$ cat src/rtl/core/cccs_pkg.sv
// Shared types, constants and the arctangent table for the circle setpoint block.
package cccs_pkg;

    localparam int ANG_TABLE_LEN = 24;
    localparam int CNT_W         = 5;
    localparam int ZW            = 34;
    localparam int DIV_NUM_W     = 30;

    localparam logic [29:0] INV_GAIN_Q30   = 30'd652032874;
    localparam logic [29:0] RAD_TO_BAM_Q16 = 30'd683565276;
    localparam logic [15:0] CARROT_MAX     = 16'd8192;
    localparam logic [15:0] CARROT_MIN     = 16'd2048;
    localparam logic [7:0]  RADIUS_MIN_Q8  = 8'd26;
    localparam logic [15:0] CARROT_RESET   = 16'd3072;
    localparam logic [15:0] QUARTER_TURN   = 16'd16384;

    localparam logic [0:0]  REG_CARROT_DIST = 1'b0;
    localparam logic        ACT_STEP        = 1'b0;

    typedef struct packed {
        logic start;
        logic rot;
    } t_cordic_ctl;

    function automatic logic [31:0] atan_entry(input logic [CNT_W-1:0] idx);
        logic [31:0] v;
        case (idx)
            5'd0:  v = 32'h20000000;
            5'd1:  v = 32'h12E4051E;
            5'd2:  v = 32'h09FB385B;
            5'd3:  v = 32'h051111D4;
            5'd4:  v = 32'h028B0D43;
            5'd5:  v = 32'h0145D7E1;
            5'd6:  v = 32'h00A2F61E;
            5'd7:  v = 32'h00517C55;
            5'd8:  v = 32'h0028BE53;
            5'd9:  v = 32'h00145F2F;
            5'd10: v = 32'h000A2F98;
            5'd11: v = 32'h000517CC;
            5'd12: v = 32'h00028BE6;
            5'd13: v = 32'h000145F3;
            5'd14: v = 32'h0000A2FA;
            5'd15: v = 32'h0000517D;
            5'd16: v = 32'h000028BE;
            5'd17: v = 32'h0000145F;
            5'd18: v = 32'h00000A30;
            5'd19: v = 32'h00000518;
            5'd20: v = 32'h0000028C;
            5'd21: v = 32'h00000146;
            5'd22: v = 32'h000000A3;
            5'd23: v = 32'h00000051;
            default: v = 32'h0;
        endcase
        return v;
    endfunction

endpackage

$ cat src/rtl/core/cccs_if.sv
// Valid/ready channel interfaces for input and result items.
interface cccs_in_if #(parameter int W = 24);
    logic                valid;
    logic                ready;
    logic                action;
    logic signed [W-1:0] pos_x;
    logic signed [W-1:0] pos_y;
    logic signed [W-1:0] center_x;
    logic signed [W-1:0] center_y;
    logic signed [W-1:0] radius;
    modport source (output valid, action, pos_x, pos_y, center_x, center_y, radius,
                    input ready);
    modport sink   (input valid, action, pos_x, pos_y, center_x, center_y, radius,
                    output ready);
endinterface

interface cccs_out_if #(parameter int W = 24);
    logic                valid;
    logic                ready;
    logic signed [W-1:0] target_x;
    logic signed [W-1:0] target_y;
    logic signed [15:0]  bearing;
    logic signed [31:0]  turned_total;
    modport source (output valid, target_x, target_y, bearing, turned_total, input ready);
    modport sink   (input valid, target_x, target_y, bearing, turned_total, output ready);
endinterface

$ cat src/rtl/core/cccs_cordic.sv
// Shared CORDIC unit: one micro-rotation per cycle, vectoring or rotation mode.
module cccs_cordic #(
    parameter int DW    = 44,
    parameter int ITERS = 16
) (
    input  logic                         i_clk,
    input  logic                         i_rst_n,
    input  cccs_pkg::t_cordic_ctl        i_ctl,
    input  logic signed [DW-1:0]         i_x,
    input  logic signed [DW-1:0]         i_y,
    input  logic signed [cccs_pkg::ZW-1:0] i_z,
    output logic                         o_busy,
    output logic signed [DW-1:0]         o_x,
    output logic signed [DW-1:0]         o_y,
    output logic signed [cccs_pkg::ZW-1:0] o_z
);
    logic                           r_busy;
    logic                           r_rot;
    logic [cccs_pkg::CNT_W-1:0]     r_cnt;
    logic signed [DW-1:0]           r_x, r_y, n_x, n_y, xs, ys;
    logic signed [cccs_pkg::ZW-1:0] r_z, n_z, ang;
    logic                           sigma;

    always_comb begin
        xs  = r_x >>> r_cnt;
        ys  = r_y >>> r_cnt;
        ang = signed'({2'b00, cccs_pkg::atan_entry(r_cnt)});
        // rotation drives z toward zero, vectoring drives y toward zero
        sigma = r_rot ? !r_z[cccs_pkg::ZW-1] : (r_y[DW-1] || (r_y == '0));
        if (sigma) begin
            n_x = r_x - ys;
            n_y = r_y + xs;
            n_z = r_z - ang;
        end else begin
            n_x = r_x + ys;
            n_y = r_y - xs;
            n_z = r_z + ang;
        end
    end

    always_ff @(posedge i_clk) begin
        if (!i_rst_n) begin
            r_busy <= 1'b0;
            r_cnt  <= '0;
        end else if (i_ctl.start) begin
            r_busy <= 1'b1;
            r_cnt  <= '0;
        end else if (r_busy) begin
            r_cnt <= r_cnt + 1'b1;
            if (r_cnt == cccs_pkg::CNT_W'(ITERS - 1)) begin
                r_busy <= 1'b0;
            end
        end
    end

    always_ff @(posedge i_clk) begin
        if (i_ctl.start) begin
            r_x   <= i_x;
            r_y   <= i_y;
            r_z   <= i_z;
            r_rot <= i_ctl.rot;
        end else if (r_busy) begin
            r_x <= n_x;
            r_y <= n_y;
            r_z <= n_z;
        end
    end

    assign o_busy = r_busy;
    assign o_x    = r_x;
    assign o_y    = r_y;
    assign o_z    = r_z;
endmodule

$ cat src/rtl/core/cccs_div.sv
// Restoring divider, one quotient bit per cycle, for the carrot angle.
module cccs_div #(
    parameter int W = 24
) (
    input  logic                                i_clk,
    input  logic                                i_rst_n,
    input  logic                                i_start,
    input  logic [cccs_pkg::DIV_NUM_W-1:0]      i_num,
    input  logic [W-1:0]                        i_den,
    output logic                                o_busy,
    output logic [cccs_pkg::DIV_NUM_W-1:0]      o_quo
);
    localparam int NW = cccs_pkg::DIV_NUM_W;

    logic                         r_busy;
    logic [cccs_pkg::CNT_W-1:0]   r_cnt;
    logic [W:0]                   r_rem, trial;
    logic [W-1:0]                 r_den;
    logic [NW-1:0]                r_num, r_quo;
    logic                         fits;

    always_comb begin
        trial = {r_rem[W-1:0], r_num[NW-1]};
        fits  = trial >= {1'b0, r_den};
    end

    always_ff @(posedge i_clk) begin
        if (!i_rst_n) begin
            r_busy <= 1'b0;
            r_cnt  <= '0;
        end else if (i_start) begin
            r_busy <= 1'b1;
            r_cnt  <= '0;
        end else if (r_busy) begin
            r_cnt <= r_cnt + 1'b1;
            if (r_cnt == cccs_pkg::CNT_W'(NW - 1)) begin
                r_busy <= 1'b0;
            end
        end
    end

    always_ff @(posedge i_clk) begin
        if (i_start) begin
            r_rem <= '0;
            r_den <= i_den;
            r_num <= i_num;
            r_quo <= '0;
        end else if (r_busy) begin
            r_rem <= fits ? (trial - {1'b0, r_den}) : trial;
            r_num <= {r_num[NW-2:0], 1'b0};
            r_quo <= {r_quo[NW-2:0], fits};
        end
    end

    assign o_busy = r_busy;
    assign o_quo  = r_quo;
endmodule

$ cat src/rtl/core/circle_carrot_setpoint.sv
// Top level: carrot-chasing circle setpoint with sequencer, CORDIC and divider.
// A full circle step runs through setup, the bearing pass, the divide, the target pass
// and finish before its result is valid. The shared CORDIC unit runs once in vectoring
// mode for the bearing and once in rotation mode for the target, and the
// one-bit-per-cycle divider produces the carrot angle in between. A radius
// below 0.1 m but not zero ends after the bearing pass, and a zero radius skips the
// CORDIC entirely. A stage-init item clears the turned total. The input is not ready
// while a step is in progress and becomes ready in the cycle its result turns valid.
// A finished result waits in the output register and a new item can be taken
// meanwhile; a step that finishes while that register is still full holds in its
// last state until the register is taken.
// carrot_dist is decoded from paddr[2] alone, so it answers at APB addresses 0 to 3.
module circle_carrot_setpoint #(
    parameter int CORDIC_STEPS = 16,
    parameter int COORD_WIDTH  = 24
) (
    input  logic        i_clk,
    input  logic        i_rst_n,
    cccs_in_if.sink     i_in,
    cccs_out_if.source  o_out,
    input  logic        psel,
    input  logic        penable,
    input  logic        pwrite,
    input  logic [2:0]  paddr,
    input  logic [31:0] pwdata,
    output logic [31:0] prdata,
    output logic        pready
);
    localparam int W     = COORD_WIDTH;
    localparam int DW    = W + 20;
    localparam int ZW    = cccs_pkg::ZW;
    localparam int ITERS = (CORDIC_STEPS < cccs_pkg::ANG_TABLE_LEN) ?
                           CORDIC_STEPS : cccs_pkg::ANG_TABLE_LEN;

    localparam logic [2:0] S_IDLE = 3'd0;
    localparam logic [2:0] S_PREP = 3'd1;
    localparam logic [2:0] S_VEC  = 3'd2;
    localparam logic [2:0] S_DIV  = 3'd3;
    localparam logic [2:0] S_ROT  = 3'd4;
    localparam logic [2:0] S_FIN  = 3'd5;

    logic [2:0]  r_state;
    logic [15:0] r_carrot;
    logic [15:0] r_last;
    logic signed [31:0] r_sum;

    logic signed [W-1:0] r_px, r_py, r_cx, r_cy, r_r;
    logic                r_zero_vec, r_flip;
    logic [29:0]         r_num;
    logic signed [DW-1:0] r_x0;
    logic signed [W-1:0] r_tx, r_ty;

    logic                r_ovalid;
    logic signed [W-1:0] r_otx, r_oty;
    logic [15:0]         r_obear;
    logic signed [31:0]  r_osum;

    // config port
    logic cfg_we;
    assign pready = 1'b1;
    assign cfg_we = psel && penable && pwrite && (paddr[2] == cccs_pkg::REG_CARROT_DIST);
    assign prdata = (paddr[2] == cccs_pkg::REG_CARROT_DIST) ? {16'b0, r_carrot} : 32'b0;

    always_ff @(posedge i_clk) begin
        if (!i_rst_n) begin
            r_carrot <= cccs_pkg::CARROT_RESET;
        end else if (cfg_we) begin
            r_carrot <= pwdata[15:0];
        end
    end

    // shared units
    cccs_pkg::t_cordic_ctl cctl;
    logic signed [DW-1:0]  c_xi, c_yi, c_xo, c_yo;
    logic signed [ZW-1:0]  c_zi, c_zo;
    logic                  c_busy, d_start, d_busy;
    logic [29:0]           d_quo;

    cccs_cordic #(.DW(DW), .ITERS(ITERS)) u_cordic (
        .i_clk(i_clk), .i_rst_n(i_rst_n), .i_ctl(cctl),
        .i_x(c_xi), .i_y(c_yi), .i_z(c_zi),
        .o_busy(c_busy), .o_x(c_xo), .o_y(c_yo), .o_z(c_zo)
    );

    logic [W-1:0] ar;
    assign ar = r_r[W-1] ? W'(-r_r) : W'(r_r);

    cccs_div #(.W(W)) u_div (
        .i_clk(i_clk), .i_rst_n(i_rst_n), .i_start(d_start),
        .i_num(r_num), .i_den(ar), .o_busy(d_busy), .o_quo(d_quo)
    );

    // datapath helpers
    logic signed [W:0]    dx, dy;
    logic signed [DW-1:0] vx, vy;
    logic [W+29:0]        prod_x0;
    logic [45:0]          prod_num;
    logic [31:0]          zr;
    logic [15:0]          bear, dlt, ca, ang;
    logic signed [32:0]   s_sum;
    logic signed [31:0]   sum_sat;
    logic signed [ZW-1:0] t0;
    logic                 flip;
    logic signed [DW-1:0] rxr, ryr;
    logic signed [W+3:0]  oxr, oyr;
    logic signed [W+4:0]  sx, sy;
    logic signed [W-1:0]  tx_sat, ty_sat;

    function automatic logic signed [W-1:0] sat_w(input logic signed [W+4:0] v);
        logic signed [W+4:0] hi, lo;
        hi = (W+5)'({1'b0, {(W-1){1'b1}}});
        lo = -hi - 1'b1;
        if (v > hi) return W'(hi);
        if (v < lo) return W'(lo);
        return W'(v);
    endfunction

    always_comb begin
        dx = {r_px[W-1], r_px} - {r_cx[W-1], r_cx};
        dy = {r_py[W-1], r_py} - {r_cy[W-1], r_cy};
        vx = {{(DW-W-17){dx[W]}}, dx, 16'b0};
        vy = {{(DW-W-17){dy[W]}}, dy, 16'b0};
        prod_x0  = ar * cccs_pkg::INV_GAIN_Q30;
        prod_num = r_carrot * cccs_pkg::RAD_TO_BAM_Q16;

        zr   = c_zo[31:0] + 32'h0000_8000;
        bear = r_zero_vec ? 16'h0 : zr[31:16];
        dlt  = bear - r_last;
        s_sum = 33'(r_sum) + 33'(signed'(dlt));
        if (s_sum > 33'sd2147483647) begin
            sum_sat = 32'h7FFF_FFFF;
        end else if (s_sum < -33'sd2147483648) begin
            sum_sat = 32'h8000_0000;
        end else begin
            sum_sat = s_sum[31:0];
        end

        if (d_quo > 30'(cccs_pkg::CARROT_MAX)) begin
            ca = cccs_pkg::CARROT_MAX;
        end else if (d_quo < 30'(cccs_pkg::CARROT_MIN)) begin
            ca = cccs_pkg::CARROT_MIN;
        end else begin
            ca = d_quo[15:0];
        end
        ang = r_r[W-1] ? (r_last + ca) : (r_last - ca);
        // fold into the right half plane, negate the result later
        t0   = {{(ZW-32){ang[15]}}, ang, 16'b0};
        flip = 1'b0;
        if (signed'(ang) > signed'(cccs_pkg::QUARTER_TURN)) begin
            t0   = t0 - (ZW'(1) <<< 31);
            flip = 1'b1;
        end else if (signed'(ang) < -signed'(cccs_pkg::QUARTER_TURN)) begin
            t0   = t0 + (ZW'(1) <<< 31);
            flip = 1'b1;
        end

        rxr = (c_xo + DW'(32768)) >>> 16;
        ryr = (c_yo + DW'(32768)) >>> 16;
        oxr = r_flip ? -rxr[W+3:0] : rxr[W+3:0];
        oyr = r_flip ? -ryr[W+3:0] : ryr[W+3:0];
        sx  = (W+5)'(r_cx) + (W+5)'(oxr);
        sy  = (W+5)'(r_cy) + (W+5)'(oyr);
        tx_sat = sat_w(sx);
        ty_sat = sat_w(sy);
    end

    always_comb begin
        cctl    = '0;
        c_xi    = vx;
        c_yi    = vy;
        c_zi    = '0;
        d_start = 1'b0;
        if (r_state == S_PREP) begin
            cctl.start = (r_r != '0);
            if (dx[W]) begin
                c_xi = -vx;
                c_yi = -vy;
                c_zi = ZW'(34'h0_8000_0000);
            end
        end else if (r_state == S_VEC) begin
            d_start = !c_busy && (ar >= W'(cccs_pkg::RADIUS_MIN_Q8));
        end else if (r_state == S_DIV) begin
            cctl.start = !d_busy;
            cctl.rot   = 1'b1;
            c_xi       = r_x0;
            c_yi       = '0;
            c_zi       = t0;
        end
    end

    assign i_in.ready = (r_state == S_IDLE);

    always_ff @(posedge i_clk) begin
        if (!i_rst_n) begin
            r_state  <= S_IDLE;
            r_last   <= '0;
            r_sum    <= '0;
            r_ovalid <= 1'b0;
        end else begin
            if (r_state == S_FIN && (!r_ovalid || o_out.ready)) begin
                r_ovalid <= 1'b1;
            end else if (o_out.ready) begin
                r_ovalid <= 1'b0;
            end
            case (r_state)
                S_IDLE: begin
                    if (i_in.valid) begin
                        if (i_in.action == cccs_pkg::ACT_STEP) begin
                            r_state <= S_PREP;
                        end else begin
                            r_sum <= '0;
                        end
                    end
                end
                S_PREP: begin
                    r_state <= (r_r == '0) ? S_FIN : S_VEC;
                end
                S_VEC: begin
                    if (!c_busy) begin
                        r_last  <= bear;
                        r_sum   <= sum_sat;
                        r_state <= (ar >= W'(cccs_pkg::RADIUS_MIN_Q8)) ? S_DIV : S_FIN;
                    end
                end
                S_DIV: begin
                    if (!d_busy) begin
                        r_state <= S_ROT;
                    end
                end
                S_ROT: begin
                    if (!c_busy) begin
                        r_state <= S_FIN;
                    end
                end
                S_FIN: begin
                    if (!r_ovalid || o_out.ready) begin
                        r_state <= S_IDLE;
                    end
                end
                default: r_state <= S_IDLE;
            endcase
        end
    end

    always_ff @(posedge i_clk) begin
        if (r_state == S_IDLE && i_in.valid) begin
            r_px <= i_in.pos_x;
            r_py <= i_in.pos_y;
            r_cx <= i_in.center_x;
            r_cy <= i_in.center_y;
            r_r  <= i_in.radius;
        end
        if (r_state == S_PREP) begin
            r_zero_vec <= (dx == '0) && (dy == '0);
            r_x0       <= DW'(prod_x0[W+29:14]);
            r_num      <= prod_num[45:16];
            r_tx       <= r_cx;
            r_ty       <= r_cy;
        end
        if (r_state == S_DIV) begin
            r_flip <= flip;
        end
        if (r_state == S_ROT && !c_busy) begin
            r_tx <= tx_sat;
            r_ty <= ty_sat;
        end
        if (r_state == S_FIN && (!r_ovalid || o_out.ready)) begin
            r_otx   <= r_tx;
            r_oty   <= r_ty;
            r_obear <= r_last;
            r_osum  <= r_sum;
        end
    end

    assign o_out.valid        = r_ovalid;
    assign o_out.target_x     = r_otx;
    assign o_out.target_y     = r_oty;
    assign o_out.bearing      = r_obear;
    assign o_out.turned_total = r_osum;
endmodule

$ cat src/flat_wrapper.sv
// flat-port wrapper written by rule: the top's interface ports become plain ports
module circle_carrot_setpoint_flat 
#(
    parameter int CORDIC_STEPS = 16,
    parameter int COORD_WIDTH  = 24
)
  (i_clk, i_rst_n, psel, penable, pwrite, paddr, pwdata, prdata, pready, i_in_valid, i_in_action, i_in_pos_x, i_in_pos_y, i_in_center_x, i_in_center_y, i_in_radius, i_in_ready, o_out_valid, o_out_target_x, o_out_target_y, o_out_bearing, o_out_turned_total, o_out_ready);
  cccs_in_if #(.W((24))) i_in_i ();
  cccs_out_if #(.W((24))) o_out_i ();
  input  logic i_clk;
  input  logic i_rst_n;
  input  logic psel;
  input  logic penable;
  input  logic pwrite;
  input  logic [2:0] paddr;
  input  logic [31:0] pwdata;
  output logic [31:0] prdata;
  output logic pready;
  input wire logic [$bits(i_in_i.valid)-1:0] i_in_valid;
  input wire logic [$bits(i_in_i.action)-1:0] i_in_action;
  input wire logic [$bits(i_in_i.pos_x)-1:0] i_in_pos_x;
  input wire logic [$bits(i_in_i.pos_y)-1:0] i_in_pos_y;
  input wire logic [$bits(i_in_i.center_x)-1:0] i_in_center_x;
  input wire logic [$bits(i_in_i.center_y)-1:0] i_in_center_y;
  input wire logic [$bits(i_in_i.radius)-1:0] i_in_radius;
  output wire logic [$bits(i_in_i.ready)-1:0] i_in_ready;
  output wire logic [$bits(o_out_i.valid)-1:0] o_out_valid;
  output wire logic [$bits(o_out_i.target_x)-1:0] o_out_target_x;
  output wire logic [$bits(o_out_i.target_y)-1:0] o_out_target_y;
  output wire logic [$bits(o_out_i.bearing)-1:0] o_out_bearing;
  output wire logic [$bits(o_out_i.turned_total)-1:0] o_out_turned_total;
  input wire logic [$bits(o_out_i.ready)-1:0] o_out_ready;
  assign i_in_i.valid = i_in_valid;
  assign i_in_i.action = i_in_action;
  assign i_in_i.pos_x = i_in_pos_x;
  assign i_in_i.pos_y = i_in_pos_y;
  assign i_in_i.center_x = i_in_center_x;
  assign i_in_i.center_y = i_in_center_y;
  assign i_in_i.radius = i_in_radius;
  assign i_in_ready = i_in_i.ready;
  assign o_out_valid = o_out_i.valid;
  assign o_out_target_x = o_out_i.target_x;
  assign o_out_target_y = o_out_i.target_y;
  assign o_out_bearing = o_out_i.bearing;
  assign o_out_turned_total = o_out_i.turned_total;
  assign o_out_i.ready = o_out_ready;
  circle_carrot_setpoint #(.CORDIC_STEPS(CORDIC_STEPS), .COORD_WIDTH(COORD_WIDTH)) u_core (.i_clk(i_clk), .i_rst_n(i_rst_n), .i_in(i_in_i), .o_out(o_out_i), .psel(psel), .penable(penable), .pwrite(pwrite), .paddr(paddr), .pwdata(pwdata), .prdata(prdata), .pready(pready));
endmodule
$ cat config.mk
export PLATFORM = sky130hd
export DESIGN_NAME = circle_carrot_setpoint_flat
export DESIGN_NICKNAME = d
export VERILOG_FILES = /design/src/rtl/core/cccs_pkg.sv /design/src/rtl/core/cccs_if.sv /design/src/rtl/core/cccs_cordic.sv /design/src/rtl/core/cccs_div.sv /design/src/rtl/core/circle_carrot_setpoint.sv /design/src/flat_wrapper.sv
export SDC_FILE = /design/constraint.sdc
export NUM_CORES = 2
export LEC_CHECK = 0
export BUFFER_PORTS_ARGS = -buffer_cell sky130_fd_sc_hd__buf_2
export CAP_MARGIN = 10
export CORE_ASPECT_RATIO = 0.8
export CORE_MARGIN = 2
export CORE_UTILIZATION = 42
export CTS_CLUSTER_DIAMETER = 100
export CTS_CLUSTER_SIZE = 8
export DETAILED_ROUTE_END_ITERATION = 7
export GPL_TIMING_DRIVEN = 0
export PLACE_DENSITY_LB_ADDON = 0.1
export REMOVE_ABC_BUFFERS = 1
export SYNTH_ARGS = -nofsm -noshare
export SYNTH_HDL_FRONTEND = slang
export SYNTH_SLANG_ARGS = --single-unit
$ cat constraint.sdc
create_clock -name i_clk -period 14.6 [get_ports i_clk]
set_input_delay 0.73 -clock i_clk [delete_from_list [all_inputs] [get_ports i_clk]]
set_output_delay 0.73 -clock i_clk [all_outputs]
set_load 0.05 [all_outputs]
* Word level (Yosys, flattened, before mapping) *
Memory sizes are Yosys's and may differ from the RTL's. A register that Yosys moved wholly into a read port is not among the register bits.
Cells that the tools add are included.

word-level totals
  register bits after elaboration = 647
  bits in read-only memories = 960
  input port bits = 163
  output and inout bits = 131
  word-level logic and storage cells = 208
  memories = 1

operators by class
  add/sub/neg operators = 27
  multipliers = 2
  order comparisons = 12
  equal/unequal tests = 14
  shift-type cells = 2
  mux-type cells = 84
  bitwise logic cells = 3
  reductions and logical operators = 31

memories
  memory           depth  width  read ports  clocked after memory_dff  write ports  line            source
  (no name shown)  32     30     1           1                         0            cccs_pkg.sv:27  case (idx)

operator list
  cell                      number
  $mux W44                  14
  $mux W24                  14
  $mux W34                  8
  $mux W32                  6
  $add A44 B17 Y44 const B  2
  $add A44 B44 Y44          2
  $neg A41 Y44              2
  $sshr A44 B5 Y44          2
  $sub A44 B44 Y44          2
  $mux W16                  5
  $pmux W32 S2              1
  $mux W30                  2
  $add A24 B28 Y29          2
  $gt A29 B24 Y1 const B    2
  $lt A29 B24 Y1 const B    2
  $mux W28                  2
  $neg A28 Y28              2
  $mul A24 B29 Y53 const B  1
  $logic_not A25 Y1         2
  $sub A24 B24 Y25          2
  $logic_not A44 Y1         1
  $mul A16 B28 Y44 const B  1
  $add A32 B33 Y34 const B  1
  $add A34 B33 Y34          1
  40 further kinds          96

* Longest topological paths before layout *
  depth in word-level cells = 12
  depth in mapped cells = 34

* Modules after synthesis *
Synthesis repeated with hierarchy kept, for this count alone.

unflattened totals
  cell total of the unflattened synthesis = 8145
  area, all modules = 75257.2 um2

by module, submodules not included
  module                  times used  cells each  area an instance (um2)  seq. area each (um2)
  circle_carrot_setpoint  1           5032        47516.8                 11451.0
  cccs_cordic             1           2540        21894.7                 4414.2
  cccs_div                1           573         5845.6                  2822.7

* Worst setup path before layout *
Ideal clock, no wire load.

  kind = register to register
  start = reg u_core.r_r[0]
  end = reg u_core.r_x0[33] (data pin)
  arrival = 8.974 ns
  required time = 14.339 ns
  slack = 5.365 ns
  cell stages (with the launch flop) = 34
  path through = edfxtp_1 inv_1 ha_1 inv_1 or4b_4 or4b_4 inv_1 a21oi_1 xor2_1 inv_1 ha_1 xor2_1 ha_1 nand2b_1 fa_1 fa_1 fa_1 fa_1 inv_1 fa_1 inv_1 ha_1 clkbuf_1 a21oi_1 nand3_1 o21bai_1 nand2_1 o41ai_1 o211ai_1 a31oi_1 o21ai_0 o21a_1 nor2_1 o21ai_0

between the ends
  word-level cells in the longest chain between the ends = 3

RTL lines
  element                 line                           source
  start, declared         circle_carrot_setpoint.sv:47   logic signed [W-1:0] r_px, r_py, r_cx, r_cy, r_r;
  start signal, assigned  circle_carrot_setpoint.sv:251  r_r <= i_in.radius;
  $neg A24 Y24            circle_carrot_setpoint.sv:86   assign ar = r_r[W-1] ? W'(-r_r) : W'(r_r);
  $mux W24                circle_carrot_setpoint.sv:86
  net u_core.ar[22]       circle_carrot_setpoint.sv:85   logic [W-1:0] ar;
  $mul A24 B29 Y53        circle_carrot_setpoint.sv:123  prod_x0 = ar * cccs_pkg::INV_GAIN_Q30;
  net u_core.prod_x0[47]  circle_carrot_setpoint.sv:96   logic [W+29:0] prod_x0;
  end signal, assigned    circle_carrot_setpoint.sv:255  r_x0 <= DW'(prod_x0[W+29:14]);
  end, declared           circle_carrot_setpoint.sv:50   logic signed [DW-1:0] r_x0;

The timed path passes the listed nets, and every way through them passes these cells.
A chain may end at the register's enable or synchronous reset.

* Worst setup path after layout *
  start = reg u_core.r_r[2]
  end = reg u_core.r_x0[33] (data pin)

Same word-level chain as after synthesis.

==> results.md <==
* Status: complete, no violations
* Number of buffer cells added on primary ports at 258
* Sequential cell area at 0.0187 sq mm
* Setup slack, reg-to-reg at 3.39 ns
* Delay of the slowest cell on the worst path at 0.72 ns
* Violation count after the first detailed-route iteration at 5,271
* DIE WIDTH at 472 microns
* Clock-pin slew of the registers on the worst-case setup and hold paths at 0.06 ns
* Routed len/inst at 22.1 microns
* End point of the most critical hold path: u_core.r_r[23]
* Vias in the first global route at 57,200
* Detail Route Antenna Nets at 0
* Effective utilization at floorplan at 42.3%
* Max-Cap Viols at 0
* Global-route usage over all layers at 25.1%
* Shortest period the worst path allows at 11.21 ns
* Clk sinks at 677
* Number of warnings issued by yosys at 0
* Number of setup violations in the final report at 0
* Launch instance of the worst register-to-register path: u_core.r_r[2]
* Number of H-tree branching levels at 3
* Actual slew at the worst max-slew pin at 1.31 ns
* CTS tree: built
* Clk Tree Root Cell: sky130_fd_sc_hd__clkbuf_16
* Headroom to the max-slew limit at 11.8%
* Footprint of the multi-input gates at 0.0503 sq mm
* Critical Path Most Common Cell: sky130_fd_sc_hd__fa_1
* Arrival time reported for the critical path endpoint at 11.68 ns
* Detailed-route wire length at 228,000 microns
* Top FF cell, synth: sky130_fd_sc_hd__edfxtp_1
* Count of different cell masters after synthesis at 106
* Max-slew violation count at 0
* Detailed-route via count at 59,300
* CP max-delay cell: sky130_fd_sc_hd__or4_1
* Post-Syn Instances at 7,862
* Share of async-settable or async-resettable flops after synthesis at 0%
* Final Cycle Share at 76.8%
* Floorplan core area at 0.174 sq mm
* Endpoint class of the critical path: flop
* Post_cts resized at 0
* Maximum number of pins on one net before global-route repair at 77
* Total Nets Final at 9,313
* Number of filler cells placed in the layout at 16,600
* HP Class: in -> reg
* Required time at the endpoint of the critical path at 15.07 ns
* Post-CTS Setup Repair Bufs at 0
* HPWL after detailed placement at 182,000 microns
* Count of final hold-check violations at 0
* Fraction of final layout cells sized beyond drive strength 1 at 9.39%
* Endpoint of the most critical register-to-register path: u_core.r_x0[33]
* Critical path peak fanout at 6
* Number of search-and-repair iterations in the first detailed-routing pass at 8
* DIE HEIGHT at 378 microns
* Worst hold path cell count at 1
* Die Area at 0.179 sq mm
* Cell Area, Synth at 0.0736 sq mm
* Latest clock arrival within the worst-skew pair at 0.76 ns
* TritonCTS buffer count at 96
* Achievable Freq at 89.2 MHz
* Post-synthesis average cell area at 9.36 sq um
* Setup clock skew after layout at 0.0578 ns
* Number of synthesized register bits at 677
* Number of I/O pins at 294
* Initial antenna violation count at 3
* Startpoint of the most critical hold path: i_in_radius[23]
* RePlAce Congestion at 0.964
* Count of hold buffers inserted by post-cts repair at 0
* Crit start category: flop
* Setup TNS at 0 ns
* RSZ-0062 raised after global routing: no
* Count of flip-flops with a built-in enable after synthesis at 513
* Overflow after GRT at 0
* P&R area growth vs syn at 9.26%
* Vias per cell at 5.75
* Number of DRC violations after detailed routing at 0
* Critical path class: reg -> reg
* Wire length of the first global-routing pass at 348,000 microns
* Sequential area share after synthesis at 25.4%
* Buffer depth of the longest clock path at 3
* # rows at 137
* Number of cells traversed by the worst register-to-register path at 31
==> metal layers <==
metal / part of all wire (%) / routed length, microns / GRT usage [%]
met1: 49 / 111000 / 37.5
met2: 44 / 99800 / 38.7
met3: 5.7 / 13100 / 3.43
met4: 1.9 / 4330 / 4.90
met5: 0 / 0 / 0
==> area by class of cell <==
class	count	share of cell area (%)
flip-flops and latches	677	23.3
repair buffers	317	2.95
clock inverters	10	0.274
multi-input cells	5968	62.5
inverters	893	4.18
clock buffers	144	3.21
well taps	2293	3.57
diodes	1	0.00311
==> through the flow <==
| step | worst slack, ns | cells | cell area (sq um) | utilization, % | hold WS, ns |
|---|---|---|---|---|---|
| 2_1_floorplan | 4.55 | 7538 | 72100 | - | 0.400 |
| 3_5_place_dp | 3.39 | 10100 | 77600 | 44.5 | 0.405 |
| 4_1_cts | 3.33 | 10300 | 80400 | 46.1 | 0.0908 |
| 6_report | 3.39 | 10300 | 80400 | 46.2 | 0.154 |
| 5_1_grt | 2.67 | 10300 | 80400 | 46.2 | 0.112 |
| 3_3_place_gp | 0.404 | 10100 | 76300 | 43.8 | 0.401 |
==> Yosys cell counts (50+ instances only) <==
cell | number | area, sq um
sky130_fd_sc_hd__dfxtp_1 | 164 | 3280
sky130_fd_sc_hd__fa_1 | 442 | 8850
sky130_fd_sc_hd__o21a_1 | 80 | 601
sky130_fd_sc_hd__nor3_1 | 158 | 791
sky130_fd_sc_hd__a21oi_1 | 492 | 2460
sky130_fd_sc_hd__nand3_1 | 158 | 791
sky130_fd_sc_hd__nor2_1 | 556 | 2090
sky130_fd_sc_hd__or3_1 | 50 | 313
sky130_fd_sc_hd__nand2_1 | 536 | 2010
sky130_fd_sc_hd__edfxtp_1 | 513 | 15400
sky130_fd_sc_hd__mux4_2 | 104 | 2340
sky130_fd_sc_hd__nand2b_1 | 79 | 494
sky130_fd_sc_hd__mux2i_1 | 143 | 1430
sky130_fd_sc_hd__ha_1 | 755 | 9450
sky130_fd_sc_hd__a21o_1 | 183 | 1370
sky130_fd_sc_hd__o21ai_0 | 321 | 1610
sky130_fd_sc_hd__nand4_1 | 65 | 407
sky130_fd_sc_hd__nor2b_1 | 68 | 425
sky130_fd_sc_hd__clkbuf_1 | 226 | 848
sky130_fd_sc_hd__a31oi_1 | 65 | 407
sky130_fd_sc_hd__o21bai_1 | 50 | 375
sky130_fd_sc_hd__mux2_2 | 80 | 901
sky130_fd_sc_hd__o31ai_1 | 57 | 428
sky130_fd_sc_hd__inv_1 | 887 | 3330
sky130_fd_sc_hd__xor2_1 | 239 | 2090
sky130_fd_sc_hd__o22ai_1 | 60 | 375
sky130_fd_sc_hd__xnor2_1 | 367 | 3210
sky130_fd_sc_hd__and3_1 | 67 | 419
sky130_fd_sc_hd__a211oi_1 | 102 | 766
==> placed cells by master, fill, tap and decap left out, types with 36 or more instances in the layout <==
master / n
sky130_fd_sc_hd__nor3_1: 156
sky130_fd_sc_hd__nand3_1: 158
sky130_fd_sc_hd__nand2b_1: 78
sky130_fd_sc_hd__a311oi_1: 37
sky130_fd_sc_hd__xor2_1: 238
sky130_fd_sc_hd__nand4_1: 65
sky130_fd_sc_hd__clkbuf_1: 48
sky130_fd_sc_hd__or2_2: 43
sky130_fd_sc_hd__ha_1: 755
sky130_fd_sc_hd__or3_1: 48
sky130_fd_sc_hd__o31ai_1: 57
sky130_fd_sc_hd__mux2i_1: 143
sky130_fd_sc_hd__o21a_1: 80
sky130_fd_sc_hd__nand2_1: 534
sky130_fd_sc_hd__and2_1: 47
sky130_fd_sc_hd__inv_1: 882
sky130_fd_sc_hd__buf_2: 260
sky130_fd_sc_hd__a211oi_1: 102
sky130_fd_sc_hd__a21oi_1: 489
sky130_fd_sc_hd__a21o_1: 182
sky130_fd_sc_hd__a221oi_1: 36
sky130_fd_sc_hd__and3_1: 67
sky130_fd_sc_hd__o22ai_1: 60
sky130_fd_sc_hd__o21ai_0: 321
sky130_fd_sc_hd__xnor2_1: 362
sky130_fd_sc_hd__mux4_2: 104
sky130_fd_sc_hd__mux2_2: 80
sky130_fd_sc_hd__o21bai_1: 50
sky130_fd_sc_hd__dfxtp_1: 158
sky130_fd_sc_hd__clkbuf_16: 96
sky130_fd_sc_hd__edfxtp_1: 513
sky130_fd_sc_hd__nor2_1: 552
sky130_fd_sc_hd__fa_1: 442
sky130_fd_sc_hd__nor4_1: 39
sky130_fd_sc_hd__a31oi_1: 63
sky130_fd_sc_hd__o211ai_1: 40
sky130_fd_sc_hd__nor2b_1: 67
sky130_fd_sc_hd__a22oi_1: 43
==> worst max-delay path, delay by kind of cell (launching register included) <==
family	cells	cell delay [ns]
fa+ha+maj	8	4.46
simple gates	8	2.46
compound gates	8	1.86
buf+inv	6	1.01
xor+xnor	1	0.64
flops	1	0.50
==> how the worst max path moves through the flow <==
stage | start | end | slack, ns
2_1_floorplan | u_core.u_cordic.r_cnt[1] | u_core.u_cordic.o_y[36] | 4.55
3_3_place_gp | u_core.r_r[23] | u_core.u_div.r_num[20] | 0.40
3_5_place_dp | u_core.r_r[2] | u_core.r_x0[33] | 3.39
4_1_cts | u_core.r_r[0] | u_core.r_x0[33] | 3.33
5_1_grt | u_core.r_r[2] | u_core.r_x0[33] | 2.67
6_report | u_core.r_r[2] | u_core.r_x0[33] | 3.39
==> registers in the layout, summed over array words and instances (netlist names), 32 cells and up <==
name,flops
u_core.o_out.turned_total,32
u_core.r_sum,32
u_core.r_x0,40
u_core.u_cordic.o_x,44
u_core.u_cordic.o_y,44
u_core.u_cordic.o_z,34
==> logic make-up after synthesis <==
| kind of cell | synth area share (%) |
|---|---|
| xor+xnor | 7.21 |
| fa+ha+maj | 24.9 |
| compound gates | 16.5 |
| flops | 25.4 |
| other cells | 0.0102 |
| simple gates | 12.9 |
| mux | 6.49 |
| buf+inv | 6.62 |
Power is left out: the tool's default activity adds up to more than one toggle a clock period on the data nets, which glitch-free logic cannot reach.
